## config.mk

```make
export PLATFORM = sky130hd
export DESIGN_NAME = bankers_resource_allocator_top
export DESIGN_NICKNAME = d
export VERILOG_FILES = /design/src/rtl/bra_pkg.sv /design/src/rtl/bra_lane.sv /design/src/rtl/bra_merge.sv /design/src/rtl/bankers_resource_allocator_top.sv
export SDC_FILE = /design/constraint.sdc
export NUM_CORES = 2
export LEC_CHECK = 0
export BUFFER_PORTS_ARGS = -buffer_cell sky130_fd_sc_hd__buf_2
export CELL_PAD_IN_SITES_DETAIL_PLACEMENT = 2
export CELL_PAD_IN_SITES_GLOBAL_PLACEMENT = 2
export CORE_MARGIN = 2
export CORE_UTILIZATION = 43
export DETAILED_ROUTE_END_ITERATION = 10
export PLACE_DENSITY = 0.88
export SETUP_SLACK_MARGIN = 0.3
export SLEW_MARGIN = 20
export SYNTH_ARGS = -nofsm -noshare
export SYNTH_HDL_FRONTEND = slang
export SYNTH_HIERARCHICAL = 1
export SYNTH_SLANG_ARGS = --single-unit
export TNS_END_PERCENT = 5
```

## constraint.sdc

```tcl
create_clock -name clk -period 13.45 [get_ports clk]
set_input_delay 1.345 -clock clk [delete_from_list [all_inputs] [get_ports clk]]
set_output_delay 1.345 -clock clk [all_outputs]
set_load 0.005 [all_outputs]
```

## src/rtl/bra_pkg.sv

```systemverilog
// ----------------------------------------------------------------------------
// bra_pkg
// Shared types and codes of the deadlock-avoiding resource allocator: the
// input and result words, operation and status codes, lane control.
// ----------------------------------------------------------------------------
package bra_pkg;

  localparam int CUST_W   = 3;
  localparam int AMT_W    = 8;
  localparam int OP_W     = 2;
  localparam int STATUS_W = 3;

  localparam logic [OP_W-1:0] OP_REQUEST = 2'd0;
  localparam logic [OP_W-1:0] OP_RELEASE = 2'd1;
  localparam logic [OP_W-1:0] OP_DECLARE = 2'd2;
  localparam logic [OP_W-1:0] OP_SETPOOL = 2'd3;

  localparam logic [STATUS_W-1:0] ST_GRANTED     = 3'd0;
  localparam logic [STATUS_W-1:0] ST_WAIT        = 3'd1;
  localparam logic [STATUS_W-1:0] ST_EXCEEDS     = 3'd2;
  localparam logic [STATUS_W-1:0] ST_UNSAFE      = 3'd3;
  localparam logic [STATUS_W-1:0] ST_ACCEPTED    = 3'd4;
  localparam logic [STATUS_W-1:0] ST_REL_EXCEEDS = 3'd5;

  typedef struct packed {
    logic [OP_W-1:0]   operation;
    logic [CUST_W-1:0] customer;
    logic [AMT_W-1:0]  amount_0;
    logic [AMT_W-1:0]  amount_1;
    logic [AMT_W-1:0]  amount_2;
  } in_word_t;

  typedef struct packed {
    logic [STATUS_W-1:0] status;
    logic [AMT_W-1:0]    free_0;
    logic [AMT_W-1:0]    free_1;
    logic [AMT_W-1:0]    free_2;
  } out_word_t;

  // row write and safety-check strobes broadcast to all lanes
  typedef struct packed {
    logic              wr_en;
    logic [CUST_W-1:0] wr_cust;
    logic              chk_clr;
    logic              chk_step;
  } lane_ctl_t;

endpackage

```

## src/rtl/bra_lane.sv

```systemverilog
// ----------------------------------------------------------------------------
// bra_lane
// One customer: holds its allocation and remaining-need rows and its finish
// mark, and tests its need against the working pool of the safety check.
// ----------------------------------------------------------------------------
module bra_lane #(
  parameter int RESOURCES   = 3,
  parameter int AMOUNT_BITS = 8,
  parameter int WORK_BITS   = 12,
  parameter int LANE_ID     = 0
) (
  input  logic                                   clk,
  input  logic                                   rst,
  input  bra_pkg::lane_ctl_t                     ctl,
  input  logic [RESOURCES-1:0][AMOUNT_BITS-1:0]  wr_held,
  input  logic [RESOURCES-1:0][AMOUNT_BITS-1:0]  wr_need,
  input  logic [RESOURCES-1:0][WORK_BITS-1:0]    work,
  input  logic                                   picked,
  output logic                                   fits,
  output logic                                   done,
  output logic [RESOURCES-1:0][AMOUNT_BITS-1:0]  held,
  output logic [RESOURCES-1:0][AMOUNT_BITS-1:0]  need
);

  logic sel;

  assign sel = ctl.wr_en && (int'(ctl.wr_cust) == LANE_ID);

  always_ff @(posedge clk) begin
    if (rst) begin
      held <= '0;
      need <= '0;
      done <= 1'b0;
    end else begin
      if (sel) begin
        held <= wr_held;
        need <= wr_need;
      end
      if (ctl.chk_clr) begin
        done <= 1'b0;
      end else if (ctl.chk_step && picked) begin
        done <= 1'b1;
      end
    end
  end

  always_comb begin
    fits = !done;
    for (int j = 0; j < RESOURCES; j++) begin
      if (WORK_BITS'(need[j]) > work[j]) fits = 1'b0;
    end
  end

endmodule

```

## src/rtl/bra_merge.sv

```systemverilog
// ----------------------------------------------------------------------------
// bra_merge
// Combines the lanes: picks the lowest-index customer that fits, gathers its
// allocation row, and reads out the rows of the addressed customer.
// ----------------------------------------------------------------------------
module bra_merge #(
  parameter int CUSTOMERS   = 8,
  parameter int RESOURCES   = 3,
  parameter int AMOUNT_BITS = 8
) (
  input  logic [CUSTOMERS-1:0]                                  fits,
  input  logic [CUSTOMERS-1:0]                                  done,
  input  logic [CUSTOMERS-1:0][RESOURCES-1:0][AMOUNT_BITS-1:0]  held_all,
  input  logic [CUSTOMERS-1:0][RESOURCES-1:0][AMOUNT_BITS-1:0]  need_all,
  input  logic [bra_pkg::CUST_W-1:0]                            customer,
  output logic [CUSTOMERS-1:0]                                  pick,
  output logic                                                  any_fit,
  output logic                                                  all_done,
  output logic [RESOURCES-1:0][AMOUNT_BITS-1:0]                 pick_held,
  output logic [RESOURCES-1:0][AMOUNT_BITS-1:0]                 sel_held,
  output logic [RESOURCES-1:0][AMOUNT_BITS-1:0]                 sel_need
);

  // isolate lowest set bit
  assign pick     = fits & (~fits + CUSTOMERS'(1));
  assign any_fit  = |fits;
  assign all_done = &done;

  always_comb begin
    pick_held = '0;
    sel_held  = '0;
    sel_need  = '0;
    for (int i = 0; i < CUSTOMERS; i++) begin
      if (pick[i]) pick_held = pick_held | held_all[i];
      if (int'(customer) == i) begin
        sel_held = sel_held | held_all[i];
        sel_need = sel_need | need_all[i];
      end
    end
  end

endmodule

```

## src/rtl/bankers_resource_allocator_top.sv

```systemverilog
// ----------------------------------------------------------------------------
// bankers_resource_allocator_top
// Deadlock-avoiding allocator: requests, releases, customer maximums and the
// free pool, with a safety check over one lane per customer.
// ----------------------------------------------------------------------------
//  channel | dir | handshake            | word
//  --------+-----+----------------------+----------------------------------
//  in      | in  | in_valid / in_ready  | bra_pkg::in_word_t  (op, customer, amounts)
//  out     | out | out_valid / out_ready| bra_pkg::out_word_t (status, free pool)
//
// An item passes through the read, evaluate and done states before the next
// acceptance; a request that reaches the safety check also loops in the check
// state, retiring one customer per step (one shared working-pool adder).
// Reset clears the pool, all allocation and need rows; no clearing pass.
// A new word is taken while a result waits in the output register; a
// finished result waits in the done state while the output is stalled.
// ----------------------------------------------------------------------------
module bankers_resource_allocator_top #(
  parameter int CUSTOMERS   = 8,
  parameter int RESOURCES   = 3,
  parameter int AMOUNT_BITS = 8
) (
  input  logic               clk,
  input  logic               rst,
  input  logic               in_valid,
  output logic               in_ready,
  input  bra_pkg::in_word_t  in_data,
  output logic               out_valid,
  input  logic               out_ready,
  output bra_pkg::out_word_t out_data
);

  localparam int WORK_BITS = AMOUNT_BITS + $clog2(CUSTOMERS + 1);

  localparam logic [2:0] S_IDLE  = 3'd0;
  localparam logic [2:0] S_READ  = 3'd1;
  localparam logic [2:0] S_EVAL  = 3'd2;
  localparam logic [2:0] S_CHECK = 3'd3;
  localparam logic [2:0] S_DONE  = 3'd4;

  typedef logic [RESOURCES-1:0][AMOUNT_BITS-1:0] row_t;
  typedef logic [RESOURCES-1:0][WORK_BITS-1:0]   work_row_t;

  logic [2:0]                        state, state_next;
  logic [bra_pkg::OP_W-1:0]          op;
  logic [bra_pkg::CUST_W-1:0]        cust;
  row_t                              amt;
  row_t                              cur_held, cur_need;
  row_t                              free_pool, free_next;
  work_row_t                         work, work_next;
  logic [bra_pkg::STATUS_W-1:0]      status_r, status_next;
  bra_pkg::lane_ctl_t                lane_ctl;
  row_t                              wr_held, wr_need;
  logic [2:0][bra_pkg::AMT_W-1:0]    in_amt;
  logic [2:0][bra_pkg::AMT_W-1:0]    free_out;
  bra_pkg::out_word_t                out_next;
  logic                              out_load;

  logic [CUSTOMERS-1:0]              fits, done, pick;
  logic [CUSTOMERS-1:0][RESOURCES-1:0][AMOUNT_BITS-1:0] held_all, need_all;
  logic                              any_fit, all_done;
  row_t                              pick_held, sel_held, sel_need;

  logic                              in_range, over_need, over_free, over_held;
  logic [RESOURCES-1:0][AMOUNT_BITS:0] rel_sum;

  // ---- lanes and merge -----------------------------------------------------
  for (genvar i = 0; i < CUSTOMERS; i++) begin : g_lane
    bra_lane #(
      .RESOURCES   (RESOURCES),
      .AMOUNT_BITS (AMOUNT_BITS),
      .WORK_BITS   (WORK_BITS),
      .LANE_ID     (i)
    ) u_lane (
      .clk     (clk),
      .rst     (rst),
      .ctl     (lane_ctl),
      .wr_held (wr_held),
      .wr_need (wr_need),
      .work    (work),
      .picked  (pick[i]),
      .fits    (fits[i]),
      .done    (done[i]),
      .held    (held_all[i]),
      .need    (need_all[i])
    );
  end

  bra_merge #(
    .CUSTOMERS   (CUSTOMERS),
    .RESOURCES   (RESOURCES),
    .AMOUNT_BITS (AMOUNT_BITS)
  ) u_merge (
    .fits      (fits),
    .done      (done),
    .held_all  (held_all),
    .need_all  (need_all),
    .customer  (cust),
    .pick      (pick),
    .any_fit   (any_fit),
    .all_done  (all_done),
    .pick_held (pick_held),
    .sel_held  (sel_held),
    .sel_need  (sel_need)
  );

  // ---- control -------------------------------------------------------------
  assign in_ready = (state == S_IDLE);
  assign in_amt   = {in_data.amount_2, in_data.amount_1, in_data.amount_0};
  assign in_range = int'(cust) < CUSTOMERS;
  assign out_load = (state == S_DONE) && (!out_valid || out_ready);

  always_comb begin
    over_need = 1'b0;
    over_free = 1'b0;
    over_held = 1'b0;
    for (int j = 0; j < RESOURCES; j++) begin
      if (amt[j] > cur_need[j])  over_need = 1'b1;
      if (amt[j] > free_pool[j]) over_free = 1'b1;
      if (amt[j] > cur_held[j])  over_held = 1'b1;
      rel_sum[j] = {1'b0, free_pool[j]} + {1'b0, amt[j]};
    end
  end

  always_comb begin
    state_next       = state;
    free_next        = free_pool;
    work_next        = work;
    status_next      = status_r;
    lane_ctl         = '0;
    lane_ctl.wr_cust = cust;
    wr_held          = cur_held;
    wr_need          = cur_need;
    case (state)
      S_IDLE: begin
        if (in_valid) state_next = S_READ;
      end
      S_READ: begin
        state_next = S_EVAL;
      end
      S_EVAL: begin
        state_next = S_DONE;
        case (op)
          bra_pkg::OP_REQUEST: begin
            if (!in_range || over_need) begin
              status_next = bra_pkg::ST_EXCEEDS;
            end else if (over_free) begin
              status_next = bra_pkg::ST_WAIT;
            end else begin
              // tentative grant, kept only if the check passes
              lane_ctl.wr_en   = 1'b1;
              lane_ctl.chk_clr = 1'b1;
              for (int j = 0; j < RESOURCES; j++) begin
                wr_held[j]   = cur_held[j] + amt[j];
                wr_need[j]   = cur_need[j] - amt[j];
                free_next[j] = free_pool[j] - amt[j];
                work_next[j] = WORK_BITS'(free_next[j]);
              end
              state_next = S_CHECK;
            end
          end
          bra_pkg::OP_RELEASE: begin
            if (!in_range || over_held) begin
              status_next = bra_pkg::ST_REL_EXCEEDS;
            end else begin
              lane_ctl.wr_en = 1'b1;
              for (int j = 0; j < RESOURCES; j++) begin
                wr_held[j]   = cur_held[j] - amt[j];
                wr_need[j]   = cur_need[j] + amt[j];
                free_next[j] = rel_sum[j][AMOUNT_BITS] ? '1 : rel_sum[j][AMOUNT_BITS-1:0];
              end
              status_next = bra_pkg::ST_ACCEPTED;
            end
          end
          bra_pkg::OP_DECLARE: begin
            if (!in_range) begin
              status_next = bra_pkg::ST_EXCEEDS;
            end else begin
              lane_ctl.wr_en = 1'b1;
              wr_held        = '0;
              wr_need        = amt;
              status_next    = bra_pkg::ST_ACCEPTED;
            end
          end
          default: begin
            free_next   = amt;
            status_next = bra_pkg::ST_ACCEPTED;
          end
        endcase
      end
      S_CHECK: begin
        if (all_done) begin
          status_next = bra_pkg::ST_GRANTED;
          state_next  = S_DONE;
        end else if (!any_fit) begin
          // unsafe: put back the rows read before the grant
          lane_ctl.wr_en = 1'b1;
          for (int j = 0; j < RESOURCES; j++) begin
            free_next[j] = free_pool[j] + amt[j];
          end
          status_next = bra_pkg::ST_UNSAFE;
          state_next  = S_DONE;
        end else begin
          lane_ctl.chk_step = 1'b1;
          for (int j = 0; j < RESOURCES; j++) begin
            work_next[j] = work[j] + WORK_BITS'(pick_held[j]);
          end
        end
      end
      S_DONE: begin
        if (out_load) state_next = S_IDLE;
      end
      default: begin
        state_next = S_IDLE;
      end
    endcase
  end

  always_ff @(posedge clk) begin
    if (rst) begin
      state     <= S_IDLE;
      free_pool <= '0;
      out_valid <= 1'b0;
    end else begin
      state     <= state_next;
      free_pool <= free_next;
      if (out_load) begin
        out_valid <= 1'b1;
      end else if (out_ready) begin
        out_valid <= 1'b0;
      end
    end
  end

  always_ff @(posedge clk) begin
    if (in_valid && in_ready) begin
      op   <= in_data.operation;
      cust <= in_data.customer;
      for (int j = 0; j < RESOURCES; j++) begin
        amt[j] <= AMOUNT_BITS'(in_amt[j]);
      end
    end
    if (state == S_READ) begin
      cur_held <= sel_held;
      cur_need <= sel_need;
    end
    work     <= work_next;
    status_r <= status_next;
    if (out_load) out_data <= out_next;
  end

  for (genvar j = 0; j < 3; j++) begin : g_free
    if (j < RESOURCES) begin : g_used
      assign free_out[j] = bra_pkg::AMT_W'(free_pool[j]);
    end else begin : g_unused
      assign free_out[j] = '0;
    end
  end

  always_comb begin
    out_next.status = status_r;
    out_next.free_0 = free_out[0];
    out_next.free_1 = free_out[1];
    out_next.free_2 = free_out[2];
  end

  // ---- assertions ----------------------------------------------------------
  a_accept_to_read : assert property (@(posedge clk) disable iff (rst)
    (in_valid && in_ready) |=> (state == S_READ))
    else $error("accepted word did not start a row read");

  a_pick_onehot : assert property (@(posedge clk) disable iff (rst)
    (state == S_CHECK && any_fit) |-> $onehot(pick))
    else $error("check picked other than one customer");

  a_step_in_check : assert property (@(posedge clk) disable iff (rst)
    lane_ctl.chk_step |-> (state == S_CHECK && !lane_ctl.wr_en))
    else $error("check step outside the check loop");

  a_rollback_unsafe : assert property (@(posedge clk) disable iff (rst)
    (state == S_CHECK && lane_ctl.wr_en) |=> (state == S_DONE && status_r == bra_pkg::ST_UNSAFE))
    else $error("rollback without unsafe status");

endmodule

```

* Yosys cells after proc, flatten, opt, wreduce, memory -nomap -nowiden
Cells that the tools add are included.
Cells by class: magnitude comparators 33, multiplexer cells 112, reductions and logical operators 40, add/sub/neg operators 25, eq/ne operators 27, bitwise gates (word level) 23
Operator list (number):
- $mux 24 | 37
- $or 24x24->24 | 21
- $gt 8x12->1 | 24
- $pmux 24 s3 | 3
- $mux 36 | 5
- $add 8x8->8 | 9
- $gt 8x8->1 | 9
- $pmux 36 s2 | 1
- $sub 8x8->8 | 9
- $pmux 24 s2 | 1
- $mux 1 | 46
- $add 12x8->12 | 3
- $mux 3 | 11
- $add 8x8->9 | 3
- $mux 8 | 3
- $logic_and 1x1->1 | 18
- $ne 2x2->1 const B | 8
- $eq 3x3->1 const B | 5
- $pmux 3 s5 | 1
- $eq 3x2->1 const B | 4
- $ne 3x3->1 const B | 4
- $pmux 3 s2 | 2
- $logic_not 1->1 | 9
- $add 8x1->8 const B | 1
- 19 further kinds | 23
Storage, ports and cells: bits of input ports 33, word-level logic and storage cells 340, output and inout port bits 29, bits in registers 563

* Logic depth before layout (Yosys ltp)
depth after elaboration 26, depth in mapped cells 24, gate-level depth less buffers 21

* By module
Netlist, hierarchy kept.
By module, submodules not included:
- bankers_resource_allocator_top | cells each 1474, sequential area each 4854.7 µm², area each 13878.3 µm², times used 1
- bra_lane at g_lane[3].u_lane ... | cells each 301, sequential area each 980.9 µm², area each 2313.5 µm², times used 3
- bra_merge | cells each 471, sequential area each 0.0 µm², area each 4719.5 µm², times used 1
- bra_lane at g_lane[1].u_lane ... | cells each 301, sequential area each 980.9 µm², area each 2323.5 µm², times used 2
- bra_lane at g_lane[0].u_lane | cells each 301, sequential area each 980.9 µm², area each 2334.7 µm², times used 1
- bra_lane at g_lane[4].u_lane | cells each 302, sequential area each 980.9 µm², area each 2314.7 µm², times used 1
- bra_lane at g_lane[7].u_lane | cells each 301, sequential area each 980.9 µm², area each 2304.7 µm², times used 1

* Least setup slack after synthesis
OpenSTA, ideal clock, no wires.
path kind register -> register, from register amt[9] (netlist name), to register work[0] (netlist name) (enable), required time 13.009 ns, stages on the path, launching flop included 12, slack 8.516 ns, arrival time 4.493 ns, path buffers 2, clock period less this slack 4.934 ns, setup time 0.441 ns, path through edfxtp_1 -> inv_1 -> fa_1 -> a211oi_1 -> o211ai_2 -> a31o_1 -> or4b_4 -> nor3_2 -> buf_2 -> buf_1 -> nand2_1 -> a21oi_1
Between the ends: cells in the longest elaborated chain, start to end 5, elaborated cells on any way between the ends 9, those cells by class order compare (2); eq/ne (2); mux (4); reduce/logical (1)
Ends and longest elaborated chain:
- start, declared | RTL line bankers_resource_allocator_top.sv:47 | row_t amt;
- start signal, assigned by index | RTL line bankers_resource_allocator_top.sv:240 | amt[j] <= AMOUNT_BITS'(in_amt[j]);
- $gt 8x8->1, on equally long branches | RTL line bankers_resource_allocator_top.sv:119, bankers_resource_allocator_top.sv:118
- $mux 1, on equally long branches (2 in a row) | RTL line bankers_resource_allocator_top.sv:119, bankers_resource_allocator_top.sv:118
- $ne 2x2->1 (no line)
- $reduce_and 6->1 (no line) *
- end signal, assigned | RTL line bankers_resource_allocator_top.sv:247 | work <= work_next;
- end, declared | RTL line bankers_resource_allocator_top.sv:50 | work_row_t work, work_next;
Every way passes the cells marked *; elsewhere a longest branch is shown, timed or not. A chain may end at the register's enable or synchronous reset.

==> run_results.csv <==
group,metric,value,unit
run_status,status,"complete, but fails checks",
run_status,violations,"max-capacitance violations, max-slew violations",
worst_setup_path,worstPathArrival,7.88,ns
worst_setup_path,crit_path_max_incr_delay,1.11,ns
synthesis,synth_enable_flop_cells,143,
hold_path,min_to,"out_data[26]$_DFFE_PP_",
routing,via_per_inst,7.17,
clocking,cts_htree_levels,3,
worst_setup_path,cp_max_fo,48,
worst_setup_path,cp.buffers_inverters,2,
layout,fillers,9194,
synthesis,ys_warn_count,6,
layout,multi_input_area,22300,µm²
clocking,insertion_delay,0.70,ns
synthesis,synth_area_leaders,"dfxtp_1, ha_1, edfxtp_1",
worst_setup_path,r2r_slack,6.14,ns
synthesis,synthDistinctLibCells,91,
global_route,grt_antenna_before_repair,23,
routing,drt_first_pass_iters,8,
clocking,postCtsHoldBufs,0,
worst_setup_path,crit_slowest_cell,"and4bb_4",
routing,wl,209000,µm
synthesis,synth_seq_cells,563,
power,p_leak,0.0154,µW
routing,drc,0,
global_route,grt.met2_usage,70.3,%
worst_setup_path,worstSetupEndpointType,"flop",
routing,vias,39400,
routing,final_antenna_net_count,0,
worst_setup_path,critical_path_class,"flop to flop",
power,power_density,108,nW/µm²
synthesis,synth_ff_type,"dfxtp_1",
place,gp_congestion,0.952,
worst_setup_path,cp_top_family,"simple AND/OR/NAND/NOR gates",
worst_setup_path,cp.depth,14,
clocking,cts_resized,0,
clocking,cts_sinks,563,
layout,post_route_cells_drive_above_1_share,10.1,%
worst_setup_path,worstSetupStartpointType,"flop",
die,die_area,88700,µm²
die,initial_core_util,43.5,%
global_route,gr-usage-met1,51.6,%
worst_setup_path,worst_r2r_endpoint,"g_lane[1].u_lane/need[22]$_SDFFE_PP0P_",
synthesis,avgSynthCellArea,8.53,µm²
layout,final_cell_mix,"nand2_1, a21oi_1, dfxtp_1",
run,maxCapViolCount,1,
synthesis,syn_nets,4762,
global_route,grt_pass1_wl,301000,µm
synthesis,synth_top_area_share,22.6,%
timing,hold_violations,0,
synthesis,synth-seq-area-share,34.2,%
worst_setup_path,worstRegToRegCells,14,
hold_path,hold_path_class,"flop to flop",
worst_setup_path,cp.required,14.02,ns
die,core-area,85400,µm²
layout,stdcell_area,40700,µm²
die,die_x,298,µm
layout,register_area,12700,µm²
hold_path,worstHoldStart,"status_r[2]$_SDFFCE_PP0P_",
clocking,clockBufferDepth,3,
synthesis,yosysTopAreaCell,"dfxtp_1",
synthesis,syn_inst,4354,
place,place_area,38300,µm²
layout,nets,4687,
layout,syn2layout_area_growth,9.68,%
timing,worst_pin_slew,1.79,ns
global_route,grt-ovfl-total,0,
timing,tns,0,ns
place,portBuffers,61,
timing,fmax,137,MHz
synthesis,async_flop_share,0,%
global_route,grt_pass1_vias,42800,
clocking,post_cts_buffers,0,
timing,rsz0062_at_grt,"false",
timing,layout_min_cycle_time,7.31,ns
clocking,cts_root_buf,"clkbuf_16",
timing,slew_headroom,-20.7,%
global_route,grt_most_used_layer,"met2",
clocking,cts-buffers-inserted,70,
synthesis,syn_area,37100,µm²
global_route,grt_use_total,45.4,%
place,dpl.hpwl,121000,µm
die,num_io_pins,62,
clocking,tritoncts,"done",
worst_setup_path,cp_cell_sequence,"inv_1, ha_1, and2_1, o211ai_1, a21oi_1, o21ai_1, or4_4, o211ai_2, nand2_4, o31ai_2, buf_4, and4bb_4, nand2_1, a21oi_1",
worst_setup_path,crit_top_cell,"a21oi_1",
power,ir_drop,0.0881,mV
die,die_h,298,µm
routing,first_iter_violations,4995,
timing,skew,0.0576,ns
layout,mostFrequentLayoutCell,"nand2_1",
global_route,use_met3,16.0,%
hold_path,holdPathStages,0,
timing,period_share,54.3,%
routing,routedWlPerCell,38.1,µm
timing,setup_viol,0,
clocking,cts.clk_slew.worst_paths,0.07,ns
timing,finalMaxSlewViolations,4,
die,rows,107,
global_route,grt_max_degree,148,
worst_setup_path,r2r-start,"amt[21]$_DFFE_PP_",
layer usage:
| layer | up-vias | wire length (µm) |
|---|---|---|
| met2 | 3075 | 92800 |
| met1 | 19800 | 73600 |
| li1 | 15400 | - |
| met4 | 16 | 17800 |
| met5 | - | 211 |
| met3 | 1153 | 25000 |
cell usage after synthesis, types with 12 or more instances:
library cell and count:
mux4_2 96, a32o_1 16, xnor2_1 52, a22oi_1 38
nand2b_1 26, nand3_1 44, nand2_1 913, clkbuf_1 159
a21oi_1 616, o21a_1 14, inv_1 331, ha_1 354
dfxtp_1 420, buf_1 13, o22ai_1 12, nor3_1 46
o2bb2ai_1 20, a21o_1 24, mux2_2 49, buf_4 23
a22o_1 36, nand3b_1 54, nor4_1 28, o221ai_1 21
o211ai_1 39, a2111o_1 32, xor2_1 21, nor2b_1 57
fa_1 21, o2111ai_1 27, edfxtp_1 143, o21ai_0 112
nand4_1 55, a211oi_1 27, o21bai_1 14, buf_2 58
a221o_1 21, nor2_1 145
logic make-up (layout without fill, tap and decap cells):
logic type	Yosys count	in the layout	share of synthesized area (%)
simple gates	1432	1432	17.2
compound gates	1172	1172	19.9
buf+inv	591	572	6.51
flops	563	563	34.2
fa+ha+maj	375	375	13.1
mux	148	148	7.39
xor+xnor	73	73	1.72
other cells	0	12	0
worst max-delay path by stage:
stage / from / end / slack (ns)
4_1_cts: amt[21]$_DFFE_PP_ / g_lane[4].u_lane/held[23]$_SDFFE_PP0P_ / 6.79
3_5_place_dp: amt[21]$_DFFE_PP_ / g_lane[4].u_lane/need[21]$_SDFFE_PP0P_ / 7.01
3_3_place_gp: amt[20]$_DFFE_PP_ / g_lane[4].u_lane/held[23]$_SDFFE_PP0P_ / 7.38
2_1_floorplan: amt[9]$_DFFE_PP_ / work[0]$_DFFE_PP_ / 8.52
6_report: amt[21]$_DFFE_PP_ / g_lane[1].u_lane/need[22]$_SDFFE_PP0P_ / 6.14
5_1_grt: work[5]$_DFFE_PP_ / work[9]$_SDFFCE_PN0P_ / 6.09
report_power, final:
part | total (µW) | leakage [µW] | switching (µW) | internal, µW
Combinational | 568 | 0.00953 | 405 | 163
Sequential | 1810 | 0.00471 | 48.5 | 1760
Clock | 2040 | 0.00113 | 895 | 1140
layout make-up:
| cell class | instances | share of cell area [%] |
|---|---|---|
| multi-input combinational | 3200 | 54.7 |
| sequential | 563 | 31.2 |
| clock buffer | 104 | 5.05 |
| tap | 1144 | 3.51 |
| inverter | 331 | 3.05 |
| timing repair buffer | 113 | 1.82 |
| clock inverter | 24 | 0.633 |
| antenna | 12 | 0.0737 |
registers in the layout, summed over array words and instances (netlist names):
register,count
g_lane.u_lane/held,192
g_lane.u_lane/need,192
work,36
out_data,27
amt,24
cur_held,24
cur_need,24
free_out,24
g_lane.u_lane/done,8
cust,3
state,3
status_r,3
op,2
out_valid,1
stage by stage:
| stage | power, µW | instances | hold slack, ns | utilization [%] | worst slack [ns] |
|---|---|---|---|---|---|
| global placement | 2300 | 5351 | 0.409 | 44.9 | 7.38 |
| global route | 4480 | 5483 | 0.449 | 47.7 | 6.09 |
| detailed placement | 2330 | 5351 | 0.433 | 44.9 | 7.01 |
| floorplan | 2130 | 4354 | 0.400 | - | 8.52 |
| finish | 4410 | 5491 | 0.449 | 47.7 | 6.14 |
| CTS | 4360 | 5479 | 0.436 | 47.6 | 6.79 |
(Power assumes the default switching activity.)
